==> src/hdl/mbsma_pkg.sv <==
// Package for the MIDI byte stream message assembler.
// Holds the status byte codes, the parser state and message types, and the data count lookup.
// No dependencies.
package mbsma_pkg;

	localparam logic [7:0] SX_START   = 8'hF0;
	localparam logic [7:0] SX_END     = 8'hF7;
	localparam logic [7:0] TUNE_REQ   = 8'hF6;
	localparam logic [7:0] RT_FIRST   = 8'hF8;
	localparam logic [7:0] RT_UNDEF_A = 8'hF9;
	localparam logic [7:0] RT_UNDEF_B = 8'hFD;
	localparam logic [7:0] CHAN_FIRST = 8'h80;
	localparam logic [7:0] CHAN_LAST  = 8'hEF;

	localparam logic [1:0] COUNT_UNKNOWN = 2'd3;

	typedef struct packed {
		logic       sync;
		logic [7:0] cur;
		logic [7:0] rs;
		logic [6:0] d0;
		logic [6:0] d1;
		logic [1:0] exp;
		logic [1:0] rcv;
	} state_t;

	localparam state_t STATE_RESET = '0;

	typedef struct packed {
		logic [7:0] status;
		logic [6:0] first;
		logic [6:0] second;
		logic [1:0] count;
		logic       last;
	} msg_t;

	typedef struct packed {
		logic emit;
		logic retry;
	} step_ctl_t;

	function automatic logic [1:0] data_count_for(input logic [7:0] s);
		logic [1:0] n;
		n = COUNT_UNKNOWN;
		case (s[7:4])
			4'h8, 4'h9, 4'hA, 4'hB, 4'hE: n = 2'd2;
			4'hC, 4'hD: n = 2'd1;
			4'hF: begin
				case (s[3:0])
					4'h1: n = 2'd1;
					4'h2: n = 2'd2;
					4'h3: n = 2'd1;
					4'h6: n = 2'd0;
					default: n = COUNT_UNKNOWN;
				endcase
			end
			default: n = COUNT_UNKNOWN;
		endcase
		return n;
	endfunction

endpackage

==> src/hdl/midi_byte_stream_message_assembler.sv <==
// Top level of the MIDI byte stream message assembler: input register, parser state and
// message output register. Depends on mbsma_pkg and mbsma_step.
//
//   channel  | handshake            | payload
//   byte     | byte_valid/byte_stall | rx_byte
//   msg      | msg_valid/msg_stall   | msg_status, msg_first_data, msg_second_data,
//            |                       | msg_data_count, msg_last
//
// A taken byte is held in the input register and parsed from there into the message register;
// one byte can be taken in every cycle unless the output stalls or a byte is parsed twice.
// A non-real-time status byte other than EOX that interrupts a system exclusive message is
// parsed twice: first for the EOX and then for the byte itself.
// The parser advances only while the message register is empty or being emptied.
// Reset returns the parser to waiting for a status byte and empties both registers.
module midi_byte_stream_message_assembler (
	input  logic       clk,
	input  logic       arst_n,
	input  logic       byte_valid,
	output logic       byte_stall,
	input  logic [7:0] rx_byte,
	output logic       msg_valid,
	input  logic       msg_stall,
	output logic [7:0] msg_status,
	output logic [6:0] msg_first_data,
	output logic [6:0] msg_second_data,
	output logic [1:0] msg_data_count,
	output logic       msg_last
);

	logic                  valid_s1;
	logic [7:0]            byte_s1;
	mbsma_pkg::state_t     state_q;
	mbsma_pkg::state_t     state_nxt;
	mbsma_pkg::msg_t       res;
	mbsma_pkg::msg_t       msg_q;
	mbsma_pkg::step_ctl_t  ctl;
	logic                  msg_valid_q;
	logic                  out_free;
	logic                  step_go;
	logic                  s1_done;
	logic                  accept;

	mbsma_step u_step (
		.rx_byte (byte_s1),
		.st      (state_q),
		.nxt     (state_nxt),
		.res     (res),
		.ctl     (ctl)
	);

	assign out_free   = !msg_valid_q || !msg_stall;
	assign step_go    = valid_s1 && out_free;
	assign s1_done    = step_go && !ctl.retry;
	assign byte_stall = valid_s1 && !s1_done;
	assign accept     = byte_valid && !byte_stall;

	always_ff @(posedge clk or negedge arst_n) begin
		if (!arst_n) begin
			valid_s1    <= 1'b0;
			state_q     <= mbsma_pkg::STATE_RESET;
			msg_valid_q <= 1'b0;
		end else begin
			valid_s1 <= accept || (valid_s1 && !s1_done);
			if (step_go) begin
				state_q <= state_nxt;
			end
			if (step_go && ctl.emit) begin
				msg_valid_q <= 1'b1;
			end else if (!msg_stall) begin
				msg_valid_q <= 1'b0;
			end
		end
	end

	always_ff @(posedge clk) begin
		if (accept) begin
			byte_s1 <= rx_byte;
		end
		if (step_go && ctl.emit) begin
			msg_q <= res;
		end
	end

	assign msg_valid       = msg_valid_q;
	assign msg_status      = msg_q.status;
	assign msg_first_data  = msg_q.first;
	assign msg_second_data = msg_q.second;
	assign msg_data_count  = msg_q.count;
	assign msg_last        = msg_q.last;

endmodule

==> src/hdl/mbsma_step.sv <==
// Next-state and message logic for one received MIDI byte.
// Depends on mbsma_pkg for the state and message types and the data count lookup.
module mbsma_step (
	input  logic [7:0]          rx_byte,
	input  mbsma_pkg::state_t   st,
	output mbsma_pkg::state_t   nxt,
	output mbsma_pkg::msg_t     res,
	output mbsma_pkg::step_ctl_t ctl
);

	logic [1:0] n_cnt;
	logic [1:0] rs_cnt;
	logic [7:0] eff_cur;
	logic [1:0] eff_exp;
	logic [1:0] eff_rcv;
	logic [6:0] d0n;
	logic [6:0] d1n;

	assign n_cnt  = mbsma_pkg::data_count_for(rx_byte);
	assign rs_cnt = mbsma_pkg::data_count_for(st.rs);

	always_comb begin
		nxt     = st;
		res     = '0;
		ctl     = '0;
		eff_cur = st.cur;
		eff_exp = st.exp;
		eff_rcv = st.rcv;
		d0n     = st.d0;
		d1n     = st.d1;
		if (rx_byte >= mbsma_pkg::RT_FIRST) begin
			if (rx_byte != mbsma_pkg::RT_UNDEF_A && rx_byte != mbsma_pkg::RT_UNDEF_B) begin
				ctl.emit   = 1'b1;
				res.status = rx_byte;
				res.last   = 1'b1;
			end
		end else if (!st.sync && (!rx_byte[7] || rx_byte == mbsma_pkg::SX_END)) begin
			nxt = st;
		end else if (st.cur == mbsma_pkg::SX_START) begin
			nxt.sync = 1'b1;
			ctl.emit = 1'b1;
			if (!rx_byte[7]) begin
				res.status = mbsma_pkg::SX_START;
				res.first  = rx_byte[6:0];
				res.count  = 2'd1;
				res.last   = 1'b1;
			end else begin
				// The interrupting status byte stays in the input register and is handled again.
				res.status = mbsma_pkg::SX_END;
				res.last   = (rx_byte == mbsma_pkg::SX_END) ||
					!(rx_byte == mbsma_pkg::SX_START || rx_byte == mbsma_pkg::TUNE_REQ);
				nxt.cur    = '0;
				nxt.rs     = '0;
				ctl.retry  = (rx_byte != mbsma_pkg::SX_END);
			end
		end else if (rx_byte[7]) begin
			nxt.sync = 1'b1;
			if (st.cur[7]) begin
				nxt = mbsma_pkg::STATE_RESET;
			end else if (rx_byte == mbsma_pkg::SX_START) begin
				nxt.cur    = mbsma_pkg::SX_START;
				ctl.emit   = 1'b1;
				res.status = mbsma_pkg::SX_START;
				res.last   = 1'b1;
			end else if (n_cnt == mbsma_pkg::COUNT_UNKNOWN) begin
				nxt = mbsma_pkg::STATE_RESET;
			end else if (n_cnt == 2'd0) begin
				ctl.emit   = 1'b1;
				res.status = rx_byte;
				res.last   = 1'b1;
				nxt.cur    = '0;
				nxt.rs     = '0;
				nxt.exp    = 2'd0;
				nxt.rcv    = 2'd0;
			end else begin
				nxt.cur = rx_byte;
				nxt.exp = n_cnt;
				nxt.rcv = 2'd0;
			end
		end else begin
			nxt.sync = 1'b1;
			if (!st.cur[7] && !st.rs[7]) begin
				nxt = mbsma_pkg::STATE_RESET;
			end else begin
				if (!st.cur[7]) begin
					eff_cur = st.rs;
					eff_exp = rs_cnt;
					eff_rcv = 2'd0;
				end
				if (eff_rcv < 2'd2) begin
					if (eff_rcv == 2'd0) begin
						d0n = rx_byte[6:0];
					end else begin
						d1n = rx_byte[6:0];
					end
					eff_rcv = 2'(eff_rcv + 2'd1);
				end
				nxt.d0  = d0n;
				nxt.d1  = d1n;
				nxt.rcv = eff_rcv;
				nxt.exp = eff_exp;
				if (eff_rcv >= eff_exp) begin
					ctl.emit   = 1'b1;
					res.status = eff_cur;
					res.first  = (eff_exp >= 2'd1) ? d0n : 7'd0;
					res.second = (eff_exp >= 2'd2) ? d1n : 7'd0;
					res.count  = eff_exp;
					res.last   = 1'b1;
					nxt.cur    = '0;
					nxt.rs     = (eff_cur >= mbsma_pkg::CHAN_FIRST &&
						eff_cur <= mbsma_pkg::CHAN_LAST) ? eff_cur : 8'd0;
				end else begin
					nxt.cur = eff_cur;
				end
			end
		end
	end

endmodule

==> config.mk <==
export PLATFORM = sky130hd
export DESIGN_NAME = midi_byte_stream_message_assembler
export DESIGN_NICKNAME = d
export VERILOG_FILES = /design/src/hdl/mbsma_pkg.sv /design/src/hdl/midi_byte_stream_message_assembler.sv /design/src/hdl/mbsma_step.sv
export SDC_FILE = /design/constraint.sdc
export NUM_CORES = 1
export LEC_CHECK = 0
export CAP_MARGIN = 20
export CELL_PAD_IN_SITES_DETAIL_PLACEMENT = 0
export CELL_PAD_IN_SITES_GLOBAL_PLACEMENT = 1
export CORE_ASPECT_RATIO = 1.25
export CORE_UTILIZATION = 54
export CTS_CLUSTER_SIZE = 30
export DETAILED_ROUTE_END_ITERATION = 10
export DONT_BUFFER_PORTS = 1
export GPL_TIMING_DRIVEN = 0
export PLACE_DENSITY = 0.8
export SLEW_MARGIN = 15
export SYNTH_ARGS = -nofsm -noshare
export SYNTH_HDL_FRONTEND = slang
export SYNTH_SLANG_ARGS = --single-unit
==> constraint.sdc <==
create_clock -name clk -period 8.85 [get_ports clk]
set_input_delay 1.3275 -clock clk [delete_from_list [all_inputs] [get_ports clk]]
set_output_delay 1.3275 -clock clk [all_outputs]
set_load 0.005 [all_outputs]
==> results.json, run 1 <==
{
  "run_status": "complete, no violations",
  "ys_seq_area_frac": 0.5190,
  "worst-path-max-fanout": 19,
  "sequentialPowerShare": 0.445,
  "tritoncts_num_sinks": 70,
  "cts.root.buffer_cell": "sky130_fd_sc_hd__clkbuf_8",
  "worstRegToRegCells": 12,
  "total_number_of_placement_rows": 33,
  "async_reset_ff_frac": 0.5286,
  "worst_setup_hold_path_clk_slew_ns": 0.08,
  "vdd.ir_drop.worst_uv": 157.1,
  "dominant_combinational_cell_family_by_area_after_synthesis": "compound AO/OA/AOI/OAI gates",
  "internal-power_w": 0.0006193,
  "cts_buffers": 9,
  "cts.hold.buffers_added": 0,
  "core_area_mm2": 0.006565,
  "initial_core_util": 0.5626,
  "synth_adder_area_share": 0.02371,
  "timing.setup.critical_path_class": "reg2reg",
  "area.sequential_mm2": 0.001917,
  "largest_net_degree_at_the_start_of_global_routing": 38,
  "initial_antenna_violation_count": 0,
  "layout.cells.most_common": "sky130_fd_sc_hd__dfrtp_1",
  "yosysUniqueCellTypes": 64,
  "max_slew_margin": 0.3994,
  "hold_crit_class": "reg2reg",
  "critPathLaunchType": "flip-flop",
  "synth.net_count": 347,
  "power.switching_fraction": 0.3547,
  "num-nets-final": 359,
  "rsz0062_at_grt": "no",
  "post_dp_cell_area_mm2": 0.003816,
  "worst_hold_startpoint": "state_q[4]",
  "cts.path.max_buffers": 2,
  "worstSetupStartpoint": "state_q[33]",
  "synthSimpleGateAreaFrac": 0.1673,
  "syn-mean-instance-area_um2": 11.26,
  "drt_drc_violations_left": 0,
  "critical_path.endpoint_type": "flip-flop",
  "die_w_um": 75.97,
  "finalNonFillerCells": 432,
  "r2r_setup_slack_ns": 4.77,
  "worst_ep_arrival_time_ns": 4.18,
  "hold_depth": 1,
  "worst_ep_required_time_ns": 8.96,
  "dr.pass1.iters": 4,
  "setup_violations": 0,
  "ys.flop_type": "sky130_fd_sc_hd__dfrtp_1",
  "yosys_register_bits": 70,
  "finalWirelength_mm": 8.842,
  "floorplan.io_pins": 39,
  "vias_per_cell": 6.347,
  "n_fill_cell": 545,
  "cts_setup_buffers": 0,
  "yosysWarnings": 0,
  "ant_nets": 0,
  "tritoncts": "yes",
  "global_route.overflow_total": 0,
  "synth-edff-count": 33,
  "drt_iter0_markers": 119,
  "area_added_between_synthesis_and_finish_pct": 8.706,
  "final_layout_size_suffix_gt1_frac": 0.1391,
  "layout_min_cycle_time_ns": 4.075,
  "finalSetupTns_ns": 0,
  "vias": 2742,
  "chipHeight_um": 94.47,
  "postLayoutCellArea_mm2": 0.004015,
  "dp_hpwl_mm": 6.330,
  "final_hold_viol_count": 0,
  "final_min_period_over_clock_period": 0.4605,
  "critical_path.reg2reg.endpoint": "msg_second_data[2]",
  "most-common-layout-cells": "37 x sky130_fd_sc_hd__dfrtp_1, 34 x sky130_fd_sc_hd__nand2_1, 33 x sky130_fd_sc_hd__edfxtp_1",
  "worstSkewPairLatency_ns": 0.35,
  "switchingPower_w": 0.0003404,
  "groute.usage.overall": 0.2637,
  "comb_power_share": 0.283,
  "number_of_buffers_added_on_ports": 0,
  "tightestPinTransition_ns": 0.8955,
  "power.total_w": 0.0009597,
  "place_congestion": 0.9279,
  "grt_pass1_wl_mm": 14.07,
  "drv_cap": 0,
  "pwr_density_cell_mw_per_mm2": 239.0,
  "synthXorXnorAreaFrac": 0.002371,
  "pwr-share-clk": 0.272,
  "cts-htree-levels": 3,
  "synth_compound_gate_area_share": 0.2199,
  "final_core_utilization": 0.6116,
  "syn-instance-count": 328,
  "wl_per_cell_um": 20.47,
  "timing.rr.start": "state_q[33]",
  "multi_input_comb_area_mm2": 0.001634,
  "dp_cell_count": 416,
  "report.final.slew_viol_count": 0,
  "antenna_cells": 0,
  "post_cts_resized": 0,
  "static-leakage-power_nw": 1.614,
  "first_global_vias": 2575,
  "syn-cell-area_mm2": 0.003694,
  "timing.hold.worst_endpoint": "state_q[4]",
  "dieArea_mm2": 0.007177,
  "max_freq_mhz": 245.4,
  "muxShareOfSynthArea": 0.02846,
  "finClkSkew_ns": 0.007600
}
[worst max path at each step]
stage,end,slack (ns),cells past startpoint
final,msg_second_data[2],4.77,12
after global routing,msg_second_data[2],4.63,12
after CTS,msg_second_data[2],4.86,12
after detailed placement,msg_second_data[1],4.91,12
after global placement,msg_second_data[1],4.46,11
after floorplan,msg_data_count[0],5.18,11
[power by group through the flow]
stage / sequential (W) / clock [W] / combinational [W]
after floorplan: 0.000423 / 0 / 0.000205
after global placement: 0.000432 / 0 / 0.000265
after detailed placement: 0.000432 / 0 / 0.000267
after CTS: 0.000426 / 0.000268 / 0.000268
after global routing: 0.000432 / 0.000281 / 0.000294
final: 0.000427 / 0.000261 / 0.000271
[area by class of cell]
class	instances	area share
Sequential cell	70	0.4774
Inverter	15	0.01402
Multi-Input combinational cell	227	0.4070
Clock inverter	6	0.01776
Timing Repair Buffer	1	0.002805
Tap cell	87	0.02711
Clock buffer	10	0.03179
Buffer	16	0.02213
[stage by stage]
step           hold slack, ns  setup WS, ns
5_1_grt                0.5157         4.629
3_3_place_gp           0.4829         4.455
4_1_cts                0.5070         4.860
6_report               0.5049         4.775
3_5_place_dp           0.4811         4.910
2_1_floorplan          0.4659         5.177
[critical path: stages (launching register included)]
cell	delay [ns]
sky130_fd_sc_hd__dfrtp_1	0.34
sky130_fd_sc_hd__buf_6	0.15
sky130_fd_sc_hd__buf_2	0.25
sky130_fd_sc_hd__buf_1	0.49
sky130_fd_sc_hd__nand2_1	0.11
sky130_fd_sc_hd__ha_1	0.32
sky130_fd_sc_hd__ha_1	0.27
sky130_fd_sc_hd__nand2b_1	0.15
sky130_fd_sc_hd__a211oi_1	0.77
sky130_fd_sc_hd__o2111ai_1	0.24
sky130_fd_sc_hd__a21oi_1	0.37
sky130_fd_sc_hd__nor2_2	0.15
sky130_fd_sc_hd__buf_6	0.20
[per-layer routing]
layer  track usage  up-vias  part of all wire
met3       0.03575       13             0.047
met2        0.4364       88              0.50
met5             0        -                 0
met4        0.1538        0             0.023
met1        0.3350     1356              0.43
li1              -     1285                 -
[cells in the mapped netlist (4+ instances only)]
library cell               count  area [µm²]
sky130_fd_sc_hd__dfrtp_1      37       925.9
sky130_fd_sc_hd__nand2_1      34       127.6
sky130_fd_sc_hd__edfxtp_1     33       991.0
sky130_fd_sc_hd__a22o_1       26       227.7
sky130_fd_sc_hd__a21oi_1      17       85.08
sky130_fd_sc_hd__inv_1        15       56.30
sky130_fd_sc_hd__o21ai_0      14       70.07
sky130_fd_sc_hd__nor2_1       13       48.80
sky130_fd_sc_hd__a22oi_1       9       67.56
sky130_fd_sc_hd__buf_2         8       40.04
sky130_fd_sc_hd__and3_1        7       43.79
sky130_fd_sc_hd__ha_1          7       87.58
sky130_fd_sc_hd__mux2i_1       6       60.06
sky130_fd_sc_hd__a221o_1       5       50.05
sky130_fd_sc_hd__nand2b_1      5       31.28
sky130_fd_sc_hd__nor2b_1       5       31.28
sky130_fd_sc_hd__o22ai_1       5       31.28
sky130_fd_sc_hd__a31oi_1       4       25.02
sky130_fd_sc_hd__clkbuf_1      4       15.01
sky130_fd_sc_hd__mux2_2        4       45.04
sky130_fd_sc_hd__nand3_1       4       20.02
[flip-flops by register name (all words and copies together) (netlist names)]
name,flops
byte_s1,8
msg_valid,1
msg_last,1
msg_status,8
msg_second_data,7
valid_s1,1
msg_data_count,2
state_q,35
msg_first_data,7
[cells by family after synthesis]
kind of cell / Yosys count
AOI/OAI and AO/OA: 106
DFF: 70
and+or+nand+nor: 103
muxes: 10
adders and majority gates: 7
buffers and inverters: 31
xor gates and xnor gates: 1
Power figures use the tool's default switching activity.
==> run 2, diff against run 1 <==
- CORE_UTILIZATION: 54 -> 46
- PLACE_DENSITY: 0.8 -> 0.72
- clock period: 8.85 -> 3.55 ns (I/O delays scaled with it)
==> run 2 against run 1 <==
  * First-iteration DRC count rose by 18%
  * Count of clock-buffer cells in the layout fell by 1
  * Via count fell by 0.69%
  * Global-route usage fell by 2.2 points
  * Critical path type unchanged
  * Largest power group unchanged
  * Fmax rose by 23%
  * Largest cell class unchanged
==> results.json, run 2 (synthesis gave the netlist of run 1 again) <==
{
  "run_status": "complete, no violations",
  "finalNonFillerCells": 439,
  "global_route.overflow_total": 0,
  "cts-htree-levels": 3,
  "holdWs_ns": 0.01114,
  "static-leakage-power_nw": 1.632,
  "die_w_um": 82.15,
  "area_added_between_synthesis_and_finish_pct": 10.23,
  "grt_pass1_wl_mm": 14.74,
  "wl_per_cell_um": 20.42,
  "n_fill_cell": 709,
  "worst-path-max-fanout": 25,
  "vias": 2723,
  "cts_buffers": 9,
  "final_min_period_over_clock_period": 0.9337,
  "total_number_of_placement_rows": 36,
  "place_congestion": 0.9048,
  "critPathLaunchType": "flip-flop",
  "hold_crit_class": "in2async",
  "largest_net_degree_at_the_start_of_global_routing": 38,
  "core_area_mm2": 0.007792,
  "pwr_density_cell_mw_per_mm2": 603.8,
  "drt_drc_violations_left": 0,
  "drv_cap": 0,
  "max_freq_mhz": 301.7,
  "internal-power_w": 0.001614,
  "largest-register": "state_q",
  "worst_ep_arrival_time_ns": 3.30,
  "cts.root.buffer_cell": "sky130_fd_sc_hd__clkbuf_8",
  "drt_iter0_markers": 141,
  "initial_core_util": 0.4740,
  "vdd.ir_drop.worst_uv": 321.3,
  "tritoncts": "yes",
  "tightestPinTransition_ns": 0.7005,
  "sequentialPowerShare": 0.433,
  "dr.pass1.iters": 4,
  "worst_setup_hold_path_clk_slew_ns": 0.07,
  "switchingPower_w": 0.0008445,
  "chipHeight_um": 102.2,
  "vias_per_cell": 6.203,
  "power.switching_fraction": 0.3435,
  "worstSkewPairLatency_ns": 0.35,
  "layout.cells.most_common": "sky130_fd_sc_hd__dfrtp_1",
  "max_slew_margin": 0.5325,
  "dp_cell_count": 423,
  "num-nets-final": 358,
  "cts.path.max_buffers": 2,
  "groute.usage.overall": 0.2422,
  "initial_antenna_violation_count": 0,
  "r2r_setup_slack_ns": 0.24,
  "dieArea_mm2": 0.008394,
  "layout_min_cycle_time_ns": 3.315,
  "first_global_vias": 2746,
  "largest_register_ffs": 35,
  "finalWirelength_mm": 8.963,
  "comb_power_share": 0.285,
  "critical_path.endpoint_type": "flip-flop",
  "rsz0062_at_grt": "no",
  "number_of_buffers_added_on_ports": 0,
  "ant_nets": 0,
  "worst_ep_required_time_ns": 3.54,
  "timing.setup.critical_path_class": "reg2reg",
  "final_hold_viol_count": 0,
  "floorplan.io_pins": 39,
  "tritoncts_num_sinks": 70,
  "report.final.slew_viol_count": 0,
  "finClkSkew_ns": 0.006881,
  "pwr-share-clk": 0.282,
  "antenna_cells": 0,
  "setup_violations": 0,
  "dp_hpwl_mm": 6.498,
  "final_layout_size_suffix_gt1_frac": 0.1483,
  "most-common-layout-cells": "37 x sky130_fd_sc_hd__dfrtp_1, 34 x sky130_fd_sc_hd__nand2_1, 33 x sky130_fd_sc_hd__edfxtp_1"
}
==> run 2: cell type report <==
type,instances,area (µm²),area share
sequential,70,1917,0.4708
multi-input combinational,227,1662,0.4081
clock buffer,9,123.9,0.03042
tap,95,118.9,0.02919
clock inverter,7,88.84,0.02182
buffer,15,85.08,0.02090
inverter,15,56.30,0.01383
timing repair buffer,1,20.02,0.004917
==> run 2: through the flow <==
step                utilization  setup WS (ns)  area (µm²)  total power (W)  TNS [ns]
floorplan                     -         0.2830        3696         0.001565         0
global placement         0.4896        -0.4582        3815         0.001740    -13.26
detailed placement       0.4896        -0.5198        3815         0.001749    -15.60
CTS                      0.5202        0.05896        4054         0.002454         0
global route             0.5225        0.03846        4071         0.002597         0
finish                   0.5225         0.2353        4071         0.002458         0
==> run 2: final timing paths <==
path | startpoint | cells past startpoint | end
setup / recovery | state_q[33] | 10 | msg_second_data[4]
hold / removal | arst_n | 1 | state_q[13]
setup reg to reg | state_q[33] | 10 | msg_second_data[4]
hold reg to reg | state_q[14] | 1 | state_q[14]
max in group asynchronous | arst_n | 1 | msg_valid
min in group clk | rx_byte[2] | 0 | byte_s1[2]
==> run 2: metal layers <==
metal,vias up,share of wire,global-route usage
li1,1283,-,-
met1,1353,0.44,0.3178
met2,73,0.50,0.3833
met3,14,0.029,0.04732
met4,0,0.025,0.1093
met5,-,0,0
==> run 2: what timing repair did <==
item / CTS / global route
pin swaps: 0 / 0
endpoints found under the hold margin: 37 / 0
resized for setup: 2 / 4
setup endpoints to repair: 54 / 40
setup buffers: 0 / 0
hold buffers: 1 / 0
==> run 2: critical path, cell delays in order, from the launching register on <==
cell                        delay [ns]
sky130_fd_sc_hd__dfrtp_1          0.34
sky130_fd_sc_hd__buf_6            0.15
sky130_fd_sc_hd__buf_2            0.37
sky130_fd_sc_hd__nand2_1          0.16
sky130_fd_sc_hd__ha_1             0.35
sky130_fd_sc_hd__ha_1             0.27
sky130_fd_sc_hd__nand2b_1         0.18
sky130_fd_sc_hd__a211oi_4         0.13
sky130_fd_sc_hd__o2111ai_1        0.27
sky130_fd_sc_hd__a21oi_2          0.14
sky130_fd_sc_hd__nor2_4           0.55
==> run 2: power by group through the flow <==
| stage | Sequential (W) | Combinational [W] | Clock (W) |
|---|---|---|---|
| 6_report | 0.00107 | 0.000701 | 0.000692 |
| 3_5_place_dp | 0.00108 | 0.000667 | 0 |
| 4_1_cts | 0.00107 | 0.000683 | 0.000705 |
| 5_1_grt | 0.00108 | 0.000766 | 0.000748 |
| 3_3_place_gp | 0.00108 | 0.000662 | 0 |
| 2_1_floorplan | 0.00105 | 0.000512 | 0 |
==> run 3, diff against run 2 <==
- CELL_PAD_IN_SITES_DETAIL_PLACEMENT: 0 -> 1
- clock period: 3.55 -> 2.75 ns (I/O delays scaled with it)
==> run 3 against run 2 <==
  * Non-clock buffer count grew 32
  * Design area grew 12%
  * Global-route usage grew 2.6 points
  * Fmax grew 22%
  * Power grew 46%
  * Register-to-register slack lost 0.21 ns
  * Worst setup slack lost 0.21 ns
  * Count of clock-buffer cells in the layout is the same
  * Hold slack gained 0.13 ns
  * Critical path type unchanged
  * Critical endpoint is now msg_second_data[2]
  * Largest cell class unchanged
  * Largest power group unchanged
==> results.json, run 3 (synthesis gave the netlist of run 1 again) <==
{
  "largest_net_degree_at_the_start_of_global_routing": 38,
  "worst-path-max-fanout": 8,
  "sequentialPowerShare": 0.388,
  "area_added_between_synthesis_and_finish_pct": 23.68,
  "vias_per_cell": 6.387,
  "finClkSkew_ns": 0.007149,
  "number_of_buffers_added_on_ports": 0,
  "holdWs_ns": 0.1440,
  "dieArea_mm2": 0.008394,
  "chipHeight_um": 102.2,
  "report.final.slew_viol_count": 0,
  "final_layout_size_suffix_gt1_frac": 0.3042,
  "run_status": "complete, no violations",
  "layout_min_cycle_time_ns": 2.725,
  "vias": 3021,
  "crit_chain": "buf_6 > buf_8 > buf_8 > nand2_4 > ha_4 > ha_4 > nand2b_4 > a211oi_4 > o2111ai_2 > a21oi_4 > buf_12 > nor2_4 > clkbuf_16",
  "comb_power_share": 0.376,
  "core_area_mm2": 0.007792,
  "initial_antenna_violation_count": 0,
  "largest_register_ffs": 35,
  "worst_ep_arrival_time_ns": 2.85,
  "tritoncts_num_sinks": 70,
  "initial_core_util": 0.4740,
  "cp_slowest_cell": "sky130_fd_sc_hd__dfrtp_1",
  "tightestPinTransition_ns": 0.6919,
  "groute.usage.overall": 0.2686,
  "power.switching_fraction": 0.3628,
  "pwr_density_cell_mw_per_mm2": 783.4,
  "final_min_period_over_clock_period": 0.9910,
  "drt_drc_violations_left": 0,
  "worst_path_dominant_cell_family": "buffers and inverters",
  "worst_setup_hold_path_clk_slew_ns": 0.08,
  "antenna_cells": 0,
  "drv_cap": 0,
  "place_congestion": 0.8681,
  "num-nets-final": 392,
  "worst_ep_required_time_ns": 2.88,
  "largest-register": "state_q",
  "critical_path.endpoint_type": "flip-flop",
  "hold_crit_class": "in2reg",
  "setup_violations": 0,
  "critPathBufInv": 5,
  "floorplan.io_pins": 39,
  "switchingPower_w": 0.001298,
  "grt_pass1_wl_mm": 16.32,
  "cts.path.max_buffers": 2,
  "worstSkewPairLatency_ns": 0.36,
  "drt_iter0_markers": 195,
  "cts.root.buffer_cell": "sky130_fd_sc_hd__clkbuf_8",
  "internal-power_w": 0.002280,
  "ant_nets": 0,
  "postLayoutCellArea_mm2": 0.004568,
  "most-common-layout-cells": "33 x sky130_fd_sc_hd__nand2_1, 33 x sky130_fd_sc_hd__edfxtp_1, 31 x sky130_fd_sc_hd__dfrtp_1",
  "cts-htree-levels": 3,
  "critical_path.max_stage_delay_ns": 0.38,
  "max_slew_margin": 0.5345,
  "global_route.overflow_total": 0,
  "vdd.ir_drop.worst_uv": 512.9,
  "finalWirelength_mm": 11.14,
  "tritoncts": "yes",
  "total_number_of_placement_rows": 36,
  "dr.pass1.iters": 4,
  "die_w_um": 82.15,
  "first_global_vias": 2885,
  "max_freq_mhz": 366.9,
  "pwr-share-clk": 0.236,
  "post_dp_cell_area_mm2": 0.003849,
  "static-leakage-power_nw": 1.858,
  "wl_per_cell_um": 23.56,
  "cts_buffers": 9,
  "final_hold_viol_count": 0,
  "critPathLaunchType": "flip-flop",
  "timing.setup.critical_path_class": "reg2reg",
  "dp_hpwl_mm": 6.999
}
run 3: changes by cell type in the layout (fill, tap and decap cells not counted), moves of 3 or more:
cell                       before  now
sky130_fd_sc_hd__buf_4          1   30
sky130_fd_sc_hd__clkbuf_1       4    0
sky130_fd_sc_hd__dfrtp_1       37   31
sky130_fd_sc_hd__dfrtp_2        0    6
sky130_fd_sc_hd__ha_1           7    4
sky130_fd_sc_hd__ha_4           0    3
run 3: worst paths after layout:
path / start / endpoint / slack [ns] / depth (start not counted)
hold / removal: rx_byte[7] / byte_s1[7] / 0.14 / 0
min in group asynchronous: arst_n / state_q[4] / 0.50 / 2
hold reg to reg: state_q[8] / state_q[8] / 0.51 / 1
max in group asynchronous: arst_n / state_q[23] / 2.02 / 2
setup / recovery: state_q[33] / msg_second_data[2] / 0.02 / 13
setup reg to reg: state_q[33] / msg_second_data[2] / 0.02 / 13
run 3: metal layers:
metal  vias up  track usage  wire length, µm
li1       1349            -                -
met3        16      0.06429              438
met5         -            0                0
met1      1561       0.3535             4739
met2        95       0.4380             5761
met4         0      0.07287              201
run 3: area by class of cell:
| class | count | area (µm²) |
|---|---|---|
| fillers | 787 | 3224 |
| flip-flops and latches | 70 | 1924 |
| multi-input cells | 229 | 1839 |
| repair buffers | 35 | 324.1 |
| clock buffers | 9 | 123.9 |
| well taps | 95 | 118.9 |
| plain buffers | 13 | 108.9 |
| clock inverters | 7 | 72.57 |
| inverters | 15 | 56.30 |
run 3: worst register-to-register path: stages, from the launching register on:
cell and delay (ns):
sky130_fd_sc_hd__dfrtp_1 0.38, sky130_fd_sc_hd__buf_6 0.13, sky130_fd_sc_hd__buf_8 0.14, sky130_fd_sc_hd__buf_8 0.13, sky130_fd_sc_hd__nand2_4 0.06, sky130_fd_sc_hd__ha_4 0.21
sky130_fd_sc_hd__ha_4 0.22, sky130_fd_sc_hd__nand2b_4 0.15, sky130_fd_sc_hd__a211oi_4 0.30, sky130_fd_sc_hd__o2111ai_2 0.18, sky130_fd_sc_hd__a21oi_4 0.23, sky130_fd_sc_hd__buf_12 0.14
sky130_fd_sc_hd__nor2_4 0.05, sky130_fd_sc_hd__clkbuf_16 0.19
run 3: stage by stage:
step / std cells / power [W] / utilization / worst slack [ns] / setup TNS [ns]
4_1_cts: 450 / 0.003375 / 0.5461 / -0.0007103 / -0.0007103
5_1_grt: 473 / 0.003734 / 0.5862 / -0.04394 / -0.3621
6_report: 473 / 0.003579 / 0.5862 / 0.02482 / 0
3_5_place_dp: 423 / 0.002316 / 0.4939 / -0.4901 / -23.59
2_1_floorplan: 328 / 0.002061 / - / 0.02456 / 0
3_3_place_gp: 423 / 0.002288 / 0.4939 / -0.4296 / -19.79
run 3: power groups by stage:
| stage | clock, W | combinational, W | sequential (W) |
|---|---|---|---|
| finish | 0.000844 | 0.00135 | 0.00139 |
| CTS | 0.000860 | 0.00113 | 0.00138 |
| global route | 0.000895 | 0.00143 | 0.00141 |
| floorplan | 0 | 0.000702 | 0.00136 |
| global placement | 0 | 0.000900 | 0.00139 |
| detailed placement | 0 | 0.000920 | 0.00140 |
run 3: timing repair:
item                                    in CTS  in global routing
buffers inserted                            11                 22
endpoints found under the setup margin      80                 61
gates cloned                                 1                  2
pin swaps                                    9                 16
hold buffers                                 2                  0
gates resized for setup                     24                 22
hold endpoints to repair                    37                  0
